## src/hw/rtl/ahd_pkg.sv

```systemverilog
// Shared types, constants and the byte-wide CRC-16 update for the HDLC deframer.
// No dependencies; imported by every module of the block.
package ahd_pkg;

    localparam logic [7:0]  HDLC_FLAG         = 8'h7E;
    localparam logic [15:0] CRC_POLY          = 16'h8408;
    localparam logic [15:0] CRC_PRESET        = 16'hFFFF;
    localparam logic [15:0] CRC_RESIDUE_RESET = 16'hF0B8;
    localparam logic [2:0]  STUFF_RUN         = 3'd5;
    localparam logic [2:0]  ONES_MAX          = 3'd7;
    localparam logic [3:0]  DELAY_LEN         = 4'd8;
    localparam logic [8:0]  COUNT_CAP         = 9'd256;

    typedef enum logic [1:0] {
        STATUS_GOOD    = 2'd0,
        STATUS_BAD     = 2'd1,
        STATUS_NO_FLAG = 2'd2
    } status_t;

    typedef struct packed {
        logic raw_bit;
        logic first_bit;
        logic last_bit;
    } item_t;

    typedef struct packed {
        logic       byte_valid;
        logic [7:0] data_byte;
        logic       frame_done;
        status_t    status;
        logic [8:0] byte_count;
    } result_t;

    // Reflected CRC-16, byte fed bit 0 first.
    function automatic logic [15:0] crc_update(input logic [15:0] crc, input logic [7:0] data);
        logic [15:0] c;
        c = crc;
        for (int i = 0; i < 8; i++) begin
            if (c[0] ^ data[i])
                c = (c >> 1) ^ CRC_POLY;
            else
                c = c >> 1;
        end
        return c;
    endfunction

endpackage

```

## src/hw/rtl/ahd_in_stage.sv

```systemverilog
// Input register stage of the deframer: holds one bit request until the core takes it.
// Depends on ahd_pkg (item_t).
module ahd_in_stage
    import ahd_pkg::*;
(
    input  logic  clk,
    input  logic  rst_n,
    input  logic  in_valid,
    output logic  in_ready,
    input  item_t in_item,
    input  logic  take,
    output logic  held_valid,
    output item_t held_item
);

    logic  valid_reg;
    item_t item_reg;

    assign in_ready   = !valid_reg || take;
    assign held_valid = valid_reg;
    assign held_item  = item_reg;

    always_ff @(posedge clk or negedge rst_n)
    begin
        if (!rst_n)
        begin
            valid_reg <= 1'b0;
        end
        else if (in_ready)
        begin
            valid_reg <= in_valid;
        end
    end

    always_ff @(posedge clk)
    begin
        if (in_ready && in_valid)
        begin
            item_reg <= in_item;
        end
    end

endmodule

```

## src/hw/rtl/ahd_core.sv

```systemverilog
// Decoder state and per-bit step: NRZI decode, flag hunt, delay line, unstuff, byte, CRC.
// Depends on ahd_pkg (types, constants, crc_update).
module ahd_core
    import ahd_pkg::*;
#(
    parameter int MAX_FRAME_BITS = 2048
)
(
    input  logic        clk,
    input  logic        rst_n,
    input  logic        step,
    input  item_t       item,
    input  logic [15:0] crc_residue,
    output logic        res_valid,
    output result_t     res
);

    localparam int CNT_W = $clog2(MAX_FRAME_BITS + 1);
    localparam logic [CNT_W-1:0] BIT_LIMIT = CNT_W'(MAX_FRAME_BITS);

    logic             prev_raw_reg,  prev_raw_next,  prev_raw_cur;
    logic [7:0]       sync_reg,      sync_next,      sync_cur;
    logic             in_frame_reg,  in_frame_next,  in_frame_cur;
    logic [7:0]       flagw_reg,     flagw_next,     flagw_cur;
    logic [7:0]       delay_reg,     delay_next,     delay_cur;
    logic [3:0]       fill_reg,      fill_next,      fill_cur;
    logic [2:0]       ones_reg,      ones_next,      ones_cur;
    logic [2:0]       pos_reg,       pos_next,       pos_cur;
    logic [7:0]       accum_reg,     accum_next,     accum_cur;
    logic [15:0]      crc_reg,       crc_next,       crc_cur;
    logic [8:0]       bytes_reg,     bytes_next,     bytes_cur;
    logic [CNT_W-1:0] count_reg,     count_next,     count_cur;
    logic             finished_reg,  finished_next,  finished_cur;

    always_comb
    begin
        logic       b;
        logic       oldest;
        logic       drop;
        logic       have_byte;
        logic       done;
        logic [7:0] full_byte;
        status_t    stat;

        // A first bit restarts the decoder before the bit is handled.
        if (item.first_bit)
        begin
            prev_raw_cur = 1'b1;
            sync_cur     = '0;
            in_frame_cur = 1'b0;
            flagw_cur    = '0;
            delay_cur    = '0;
            fill_cur     = '0;
            ones_cur     = '0;
            pos_cur      = '0;
            accum_cur    = '0;
            crc_cur      = CRC_PRESET;
            bytes_cur    = '0;
            count_cur    = '0;
            finished_cur = 1'b0;
        end
        else
        begin
            prev_raw_cur = prev_raw_reg;
            sync_cur     = sync_reg;
            in_frame_cur = in_frame_reg;
            flagw_cur    = flagw_reg;
            delay_cur    = delay_reg;
            fill_cur     = fill_reg;
            ones_cur     = ones_reg;
            pos_cur      = pos_reg;
            accum_cur    = accum_reg;
            crc_cur      = crc_reg;
            bytes_cur    = bytes_reg;
            count_cur    = count_reg;
            finished_cur = finished_reg;
        end

        prev_raw_next = prev_raw_cur;
        sync_next     = sync_cur;
        in_frame_next = in_frame_cur;
        flagw_next    = flagw_cur;
        delay_next    = delay_cur;
        fill_next     = fill_cur;
        ones_next     = ones_cur;
        pos_next      = pos_cur;
        accum_next    = accum_cur;
        crc_next      = crc_cur;
        bytes_next    = bytes_cur;
        count_next    = count_cur;
        finished_next = finished_cur;

        b         = ~(item.raw_bit ^ prev_raw_cur);
        oldest    = delay_cur[7];
        drop      = 1'b0;
        have_byte = 1'b0;
        done      = 1'b0;
        full_byte = accum_cur | (8'(oldest) << pos_cur);
        stat      = STATUS_GOOD;

        if (!finished_cur)
        begin
            if (count_cur < BIT_LIMIT)
            begin
                prev_raw_next = item.raw_bit;
                count_next    = count_cur + CNT_W'(1);
                if (!in_frame_cur)
                begin
                    sync_next = {sync_cur[6:0], b};
                    if ({sync_cur[6:0], b} == HDLC_FLAG)
                    begin
                        in_frame_next = 1'b1;
                        flagw_next    = '0;
                        delay_next    = '0;
                        fill_next     = '0;
                    end
                end
                else
                begin
                    if (fill_cur >= DELAY_LEN)
                    begin
                        // Unstuff the bit leaving the delay line.
                        if (oldest)
                        begin
                            if (ones_cur < ONES_MAX)
                                ones_next = ones_cur + 3'd1;
                        end
                        else
                        begin
                            drop      = (ones_cur == STUFF_RUN);
                            ones_next = '0;
                        end
                        if (!drop)
                        begin
                            accum_next = full_byte;
                            pos_next   = pos_cur + 3'd1;
                            if (pos_cur == 3'd7)
                            begin
                                have_byte  = 1'b1;
                                crc_next   = crc_update(crc_cur, full_byte);
                                accum_next = '0;
                                if (bytes_cur < COUNT_CAP)
                                    bytes_next = bytes_cur + 9'd1;
                            end
                        end
                    end
                    else
                    begin
                        fill_next = fill_cur + 4'd1;
                    end
                    delay_next = {delay_cur[6:0], b};
                    flagw_next = {flagw_cur[6:0], b};
                    if ({flagw_cur[6:0], b} == HDLC_FLAG)
                    begin
                        done = 1'b1;
                        stat = (crc_next == crc_residue) ? STATUS_GOOD : STATUS_BAD;
                    end
                end
            end
            if (!done && item.last_bit)
            begin
                done = 1'b1;
                stat = STATUS_NO_FLAG;
            end
            if (done)
                finished_next = 1'b1;
        end

        res_valid      = have_byte || done;
        res.byte_valid = have_byte;
        res.data_byte  = have_byte ? full_byte : 8'd0;
        res.frame_done = done;
        res.status     = done ? stat : STATUS_GOOD;
        res.byte_count = done ? bytes_next : 9'd0;
    end

    always_ff @(posedge clk or negedge rst_n)
    begin
        if (!rst_n)
        begin
            prev_raw_reg <= 1'b1;
            sync_reg     <= '0;
            in_frame_reg <= 1'b0;
            flagw_reg    <= '0;
            delay_reg    <= '0;
            fill_reg     <= '0;
            ones_reg     <= '0;
            pos_reg      <= '0;
            accum_reg    <= '0;
            crc_reg      <= CRC_PRESET;
            bytes_reg    <= '0;
            count_reg    <= '0;
            finished_reg <= 1'b0;
        end
        else if (step)
        begin
            prev_raw_reg <= prev_raw_next;
            sync_reg     <= sync_next;
            in_frame_reg <= in_frame_next;
            flagw_reg    <= flagw_next;
            delay_reg    <= delay_next;
            fill_reg     <= fill_next;
            ones_reg     <= ones_next;
            pos_reg      <= pos_next;
            accum_reg    <= accum_next;
            crc_reg      <= crc_next;
            bytes_reg    <= bytes_next;
            count_reg    <= count_next;
            finished_reg <= finished_next;
        end
    end

endmodule

```

## src/hw/rtl/ahd_out_stage.sv

```systemverilog
// Result register of the deframer: holds one result request until the sink takes it.
// Depends on ahd_pkg (result_t).
module ahd_out_stage
    import ahd_pkg::*;
(
    input  logic    clk,
    input  logic    rst_n,
    input  logic    load,
    input  result_t load_res,
    output logic    can_load,
    output logic    out_valid,
    input  logic    out_ready,
    output result_t out_res
);

    logic    valid_reg;
    result_t res_reg;

    assign can_load  = !valid_reg || out_ready;
    assign out_valid = valid_reg;
    assign out_res   = res_reg;

    always_ff @(posedge clk or negedge rst_n)
    begin
        if (!rst_n)
        begin
            valid_reg <= 1'b0;
        end
        else if (load)
        begin
            valid_reg <= 1'b1;
        end
        else if (out_ready)
        begin
            valid_reg <= 1'b0;
        end
    end

    always_ff @(posedge clk)
    begin
        if (load)
        begin
            res_reg <= load_res;
        end
    end

endmodule

```

## src/hw/rtl/ais_hdlc_nrzi_deframer.sv

```systemverilog
// Top level of the NRZI HDLC deframer: handshake stages, decoder core, APB register.
// Depends on ahd_pkg, ahd_in_stage, ahd_core, ahd_out_stage.
//
//  channel  | handshake                | payload
//  ---------+--------------------------+-------------------------------------------------
//  in       | in_valid / in_ready      | raw_bit, first_bit, last_bit
//  out      | out_valid / out_ready    | byte_valid, data_byte, frame_done, status,
//           |                          | byte_count
//  apb      | psel, penable, pready    | pwrite, paddr, pwdata, prdata (crc_residue @0)
//
// One line bit per clock while out_ready does not stall. A request is held in the
// input register while the core works it, and any result is loaded into the output
// register when the core steps, which raises out_valid until the sink takes it.
// Bits that produce no result (most of them) leave nothing in the output stage.
// A stalled out_ready holds the core step; the input register still takes one
// more request, then in_ready drops until the result is taken.
// rst_n clears all decoder state and sets crc_residue to 0xF0B8; first_bit
// restarts the decoder without touching crc_residue.
module ais_hdlc_nrzi_deframer
    import ahd_pkg::*;
#(
    parameter int MAX_FRAME_BITS = 2048
)
(
    input  logic        clk,
    input  logic        rst_n,
    input  logic        in_valid,
    output logic        in_ready,
    input  logic        raw_bit,
    input  logic        first_bit,
    input  logic        last_bit,
    output logic        out_valid,
    input  logic        out_ready,
    output logic        byte_valid,
    output logic [7:0]  data_byte,
    output logic        frame_done,
    output logic [1:0]  status,
    output logic [8:0]  byte_count,
    input  logic        psel,
    input  logic        penable,
    input  logic        pwrite,
    input  logic [2:0]  paddr,
    input  logic [31:0] pwdata,
    output logic [31:0] prdata,
    output logic        pready
);

    item_t       in_item;
    item_t       held_item;
    logic        held_valid;
    logic        step;
    logic        can_load;
    logic        res_valid;
    result_t     core_res;
    result_t     out_res;
    logic [15:0] residue_reg;

    assign in_item = '{raw_bit: raw_bit, first_bit: first_bit, last_bit: last_bit};

    // The core advances only when any result it makes has somewhere to go.
    assign step = held_valid && can_load;

    // APB register: crc_residue at word 0, anything above it reads zero.
    assign pready = 1'b1;
    assign prdata = (paddr[2] == 1'b0) ? {16'd0, residue_reg} : 32'd0;

    always_ff @(posedge clk or negedge rst_n)
    begin
        if (!rst_n)
        begin
            residue_reg <= CRC_RESIDUE_RESET;
        end
        else if (psel && penable && pwrite && pready && (paddr[2] == 1'b0))
        begin
            residue_reg <= pwdata[15:0];
        end
    end

    ahd_in_stage u_in (
        .clk        (clk),
        .rst_n      (rst_n),
        .in_valid   (in_valid),
        .in_ready   (in_ready),
        .in_item    (in_item),
        .take       (step),
        .held_valid (held_valid),
        .held_item  (held_item)
    );

    ahd_core #(
        .MAX_FRAME_BITS (MAX_FRAME_BITS)
    ) u_core (
        .clk         (clk),
        .rst_n       (rst_n),
        .step        (step),
        .item        (held_item),
        .crc_residue (residue_reg),
        .res_valid   (res_valid),
        .res         (core_res)
    );

    ahd_out_stage u_out (
        .clk       (clk),
        .rst_n     (rst_n),
        .load      (step && res_valid),
        .load_res  (core_res),
        .can_load  (can_load),
        .out_valid (out_valid),
        .out_ready (out_ready),
        .out_res   (out_res)
    );

    assign byte_valid = out_res.byte_valid;
    assign data_byte  = out_res.data_byte;
    assign frame_done = out_res.frame_done;
    assign status     = out_res.status;
    assign byte_count = out_res.byte_count;

    // A result always carries a byte, an end of frame, or both.
    a_result_nonempty: assert property (@(posedge clk) disable iff (!rst_n)
        out_valid |-> (byte_valid || frame_done))
        else $error("result with neither byte nor frame end");

    // End-of-frame fields stay zero on a byte-only result.
    a_no_end_fields: assert property (@(posedge clk) disable iff (!rst_n)
        (out_valid && !frame_done) |-> (status == STATUS_GOOD && byte_count == 9'd0))
        else $error("status or count set without frame end");

    // Byte count saturates and status never takes the unused code.
    a_count_range: assert property (@(posedge clk) disable iff (!rst_n)
        out_valid |-> (byte_count <= COUNT_CAP && status <= STATUS_NO_FLAG))
        else $error("byte count or status out of range");

    // The core never steps while the output register is full and stalled.
    a_no_overrun: assert property (@(posedge clk) disable iff (!rst_n)
        (out_valid && !out_ready) |-> !step)
        else $error("core stepped into a stalled output register");

endmodule
```

## config.mk

```make
export PLATFORM = sky130hd
export DESIGN_NAME = ais_hdlc_nrzi_deframer
export DESIGN_NICKNAME = d
export VERILOG_FILES = /design/src/hw/rtl/ahd_pkg.sv /design/src/hw/rtl/ahd_in_stage.sv /design/src/hw/rtl/ahd_core.sv /design/src/hw/rtl/ahd_out_stage.sv /design/src/hw/rtl/ais_hdlc_nrzi_deframer.sv
export SDC_FILE = /design/constraint.sdc
export NUM_CORES = 1
export LEC_CHECK = 0
export ABC_AREA = 1
export CORE_ASPECT_RATIO = 2
export CORE_MARGIN = 5
export CORE_UTILIZATION = 60
export CTS_CLUSTER_SIZE = 40
export DETAILED_ROUTE_END_ITERATION = 7
export DONT_BUFFER_PORTS = 1
export HOLD_SLACK_MARGIN = 0.08
export PLACE_DENSITY = 0.76
export SLEW_MARGIN = 20
export SYNTH_ARGS = -nofsm -noshare
export SYNTH_HDL_FRONTEND = slang
export SYNTH_SLANG_ARGS = --single-unit
```

## constraint.sdc

```tcl
create_clock -name clk -period 3.85 [get_ports clk]
set_input_delay 0.385 -clock clk [delete_from_list [all_inputs] [get_ports clk]]
set_output_delay 0.385 -clock clk [all_outputs]
set_load 0.01 [all_outputs]
```

==> results_dict.tcl <==
set metrics [dict create \
    status "complete, no violations" \
    worst-setup-path-type "register to register" \
    clockPowerShare_pct 37.3 \
    cts-buffers-inserted 17 \
    core_area_um2 11700 \
    critical-path-top-delay-family "simple AND/OR/NAND/NOR gates" \
    muxShareOfSynthArea_pct 0 \
    h_tree_lvls 4 \
    worstSetupEndpointType "register" \
    netlist.area_leader.share_pct 25.7 \
    groute.usage.overall_pct 27.6 \
    final_layout_size_suffix_gt1_share_pct 11.5 \
    drc 0 \
    xor_and_xnor_area_share_after_synthesis_pct 2.57 \
    p_comb_share_pct 23.9 \
    fin_crit_sh_pct 83.5 \
    synth_top_cells_by_area "sky130_fd_sc_hd__dfrtp_1 26%, sky130_fd_sc_hd__nand2_1 11%, sky130_fd_sc_hd__edfxtp_1 10%" \
    antenna_violating_nets_post_route 0 \
    placement_rows 56 \
    report.final.setup_viol 0 \
    tightestPinTransition_ps 570 \
    regToRegSetupSlack_ps 640 \
    report.final.slew_viol_count 0 \
    grt_antenna_before_repair 0 \
    power.density_nw_per_um2 564 \
    critical_path.cell_chain "buf_12 > nor2_1 > inv_1 > ha_1 > nand3_1 > nand2_2 > nor2_4 > inv_2 > nand2_1 > nand3_1 > o21ai_0 > nand2_1 > nand2_1 > nand2_1 > nor2_1 > nand2_1 > nor2_1 > nand3_1 > nor2_1 > nor2_1" \
    fillers 981 \
    finalHoldViolCount 0 \
    worstPathBufferInverterCount 3 \
    worst_setup_path_start_kind "register" \
    finalClockSkew_ps 9.75 \
    syn2layout_area_growth_pct 11.0 \
    drt-pass1-iter-count 5 \
    numClockSinks 122 \
    fp.dieH_um 164 \
    slowest_cell_delay_on_critical_path_ps 450 \
    via_count 6367 \
    crit_path_max_fanout 36 \
    routed_wirelength_normalized_by_instance_count_um 16.7 \
    slew_headroom_pct 61.9 \
    final_net_count 1000 \
    required_ps 4020 \
    p_switching_uw 1430 \
    synth_area_in_simple_gates_pct 26.4 \
    n_antenna_cell 0 \
    timing.final.crit_period_ps 3210 \
    synth-async-reset-ratio_pct 80.3 \
    yosys_warnings 0 \
    holdCritPathClass "primary input to register" \
    synth.cells.most_frequent "200 x sky130_fd_sc_hd__nand2_1, 117 x sky130_fd_sc_hd__inv_1, 112 x sky130_fd_sc_hd__nor2_1" \
    ir_drop_uv 418 \
    postSynthRegisterBits 122 \
    fin_tns_setup_ps 0 \
    total_power_uw 4450 \
    combinational_family_with_the_most_area_after_synthesis "simple AND/OR/NAND/NOR gates" \
    cts.root.buffer_cell "sky130_fd_sc_hd__clkbuf_16" \
    drt_iter0_drc 409 \
    avgSynthCellArea_um2 7.58 \
    global_route_wire_length_before_repair_um 30300 \
    clockBufferDepth 2 \
    synth.yosys.seq_area_share_pct 45.1 \
    via_count_of_the_first_global_routing_pass 6431 \
    internal_power_uw 3020 \
    synth_fa_ha_area_share_pct 1.06 \
    netlist.top_cell.by_area "sky130_fd_sc_hd__dfrtp_1" \
    synth-main-ff-cell "sky130_fd_sc_hd__dfrtp_1" \
    cpMaxStageDelayCell "sky130_fd_sc_hd__edfxtp_1" \
    p_leak_uw 0.00361 \
    place.gp.congestion 0.890 \
    portBuffers 0 \
    clk_latency_ps 420 \
    power.share.sequential_pct 38.8 \
    yosys.cell_types.count 48 \
    critical_path_arrival_ps 3380 \
    mappedNetlistArea_um2 7110 \
    synthCells 938 \
    cts.reportedPaths.clkPinSlew_ps 60 \
    route.final.wire_length_um 18500 \
    grt_overflow 0 \
    dpl.hpwl_um 13400 \
    rsz0062_at_grt "no" \
    largest_net_degree_at_the_start_of_global_routing 99 \
    number_of_flops_mapped_to_enable_cells_by_yosys 24 \
    synth-compound-area-share_pct 13.8 \
    cts_setup_buffers 0 \
    timing.fmax_ghz 0.311 \
    die_width_um 87.0 \
    start_util_pct 60.8 \
    avgViaCountPerCell 5.75 \
    dieArea_um2 14300 \
    max_cap_viol_count 0 \
    swShare_pct 32.2 \
    dpl-instance-area_um2 7220 \
    num_io_pins 101 \
    finish.instance_area_um2 7900 \
    tritoncts "yes" \
    yosys.cell_count.top_type "sky130_fd_sc_hd__nand2_1" \
    largest_register_ffs 21 \
]
## stage by stage
stage	utilization [%]	setup slack (ps)	instances	hold WS [ps]
after floorplan	-	957	953	89.4
after global placement	61.7	736	1070	92.7
after detailed placement	61.7	678	1070	92.6
after CTS	67.5	666	1107	88.6
after global routing	67.5	316	1107	96.6
final	67.5	636	1107	92.9
## final timing paths
path / start / end / depth (start not counted)
min reg2reg: u_core.crc_reg[11]$_DFFE_PN1P_ / u_core.crc_reg[11]$_DFFE_PN1P_ / 2
min: pwdata[4] / residue_reg[4]$_DFFE_PN1P_ / 2
max reg2reg: u_in.held_item[1]$_DFFE_PP_ / u_out.out_res[9]$_SDFFCE_PP0P_ / 20
max in group asynchronous: rst_n / u_core.crc_reg[10]$_DFFE_PN1P_ / 2
min in group asynchronous: rst_n / u_core.delay_reg[4]$_DFFE_PN0P_ / 2
max: u_in.held_item[1]$_DFFE_PP_ / u_out.out_res[9]$_SDFFCE_PP0P_ / 20
## layer usage
layer  track usage [%]  up-vias  part of all wire (%)
met1              27.0     2979                    34
met4              21.0        0                   7.5
li1                  -     3053                     -
met2              49.2      246                    54
met3              5.37       89                   4.4
met5                 0        -                     0
## cell type report
type	instances	area [µm²]	share of cell area, %
sequential	122	3200	40.6
multi-input combinational	651	3190	40.4
inverter	135	507	6.42
clock buffer	20	437	5.53
timing repair buffer	22	208	2.63
tap	145	181	2.30
clock inverter	12	173	2.19
## logic make-up after synthesis
| kind of cell | after synthesis |
|---|---|
| DFF | 122 |
| buffers and inverters | 180 |
| other | 2 |
| AOI/OAI and AO/OA | 172 |
| xor gates and xnor gates | 20 |
| adders and majority gates | 6 |
| and+or+nand+nor | 436 |
## repair_timing
item                                   in CTS  in global routing
endpoints found under the hold margin     101                  0
hold buffers                                5                  0
gates resized for setup                     0                  0
## placed cells by master (no fill, tap or decap), types with 7 or more instances in the layout
master                      count
sky130_fd_sc_hd__inv_2         15
sky130_fd_sc_hd__nand3_1       80
sky130_fd_sc_hd__xnor2_1        7
sky130_fd_sc_hd__nand4_1        9
sky130_fd_sc_hd__conb_1        17
sky130_fd_sc_hd__xor2_1        12
sky130_fd_sc_hd__a21oi_1       50
sky130_fd_sc_hd__o22ai_1       12
sky130_fd_sc_hd__a22oi_1        8
sky130_fd_sc_hd__edfxtp_1      24
sky130_fd_sc_hd__inv_1        117
sky130_fd_sc_hd__o21ai_0       69
sky130_fd_sc_hd__dfstp_2       25
sky130_fd_sc_hd__o211ai_1       7
sky130_fd_sc_hd__nor2_2        12
sky130_fd_sc_hd__buf_4         16
sky130_fd_sc_hd__nor2_1       112
sky130_fd_sc_hd__dfrtp_1       73
sky130_fd_sc_hd__nand2_1      199
sky130_fd_sc_hd__clkbuf_16     17
## power groups by stage
stage	combinational, µW	clock (µW)	sequential (µW)
floorplan	806	0	1710
global route	1210	1740	1750
CTS	1060	1670	1730
detailed placement	1020	0	1750
global placement	996	0	1740
finish	1060	1660	1730
Power figures use the tool's default switching activity.
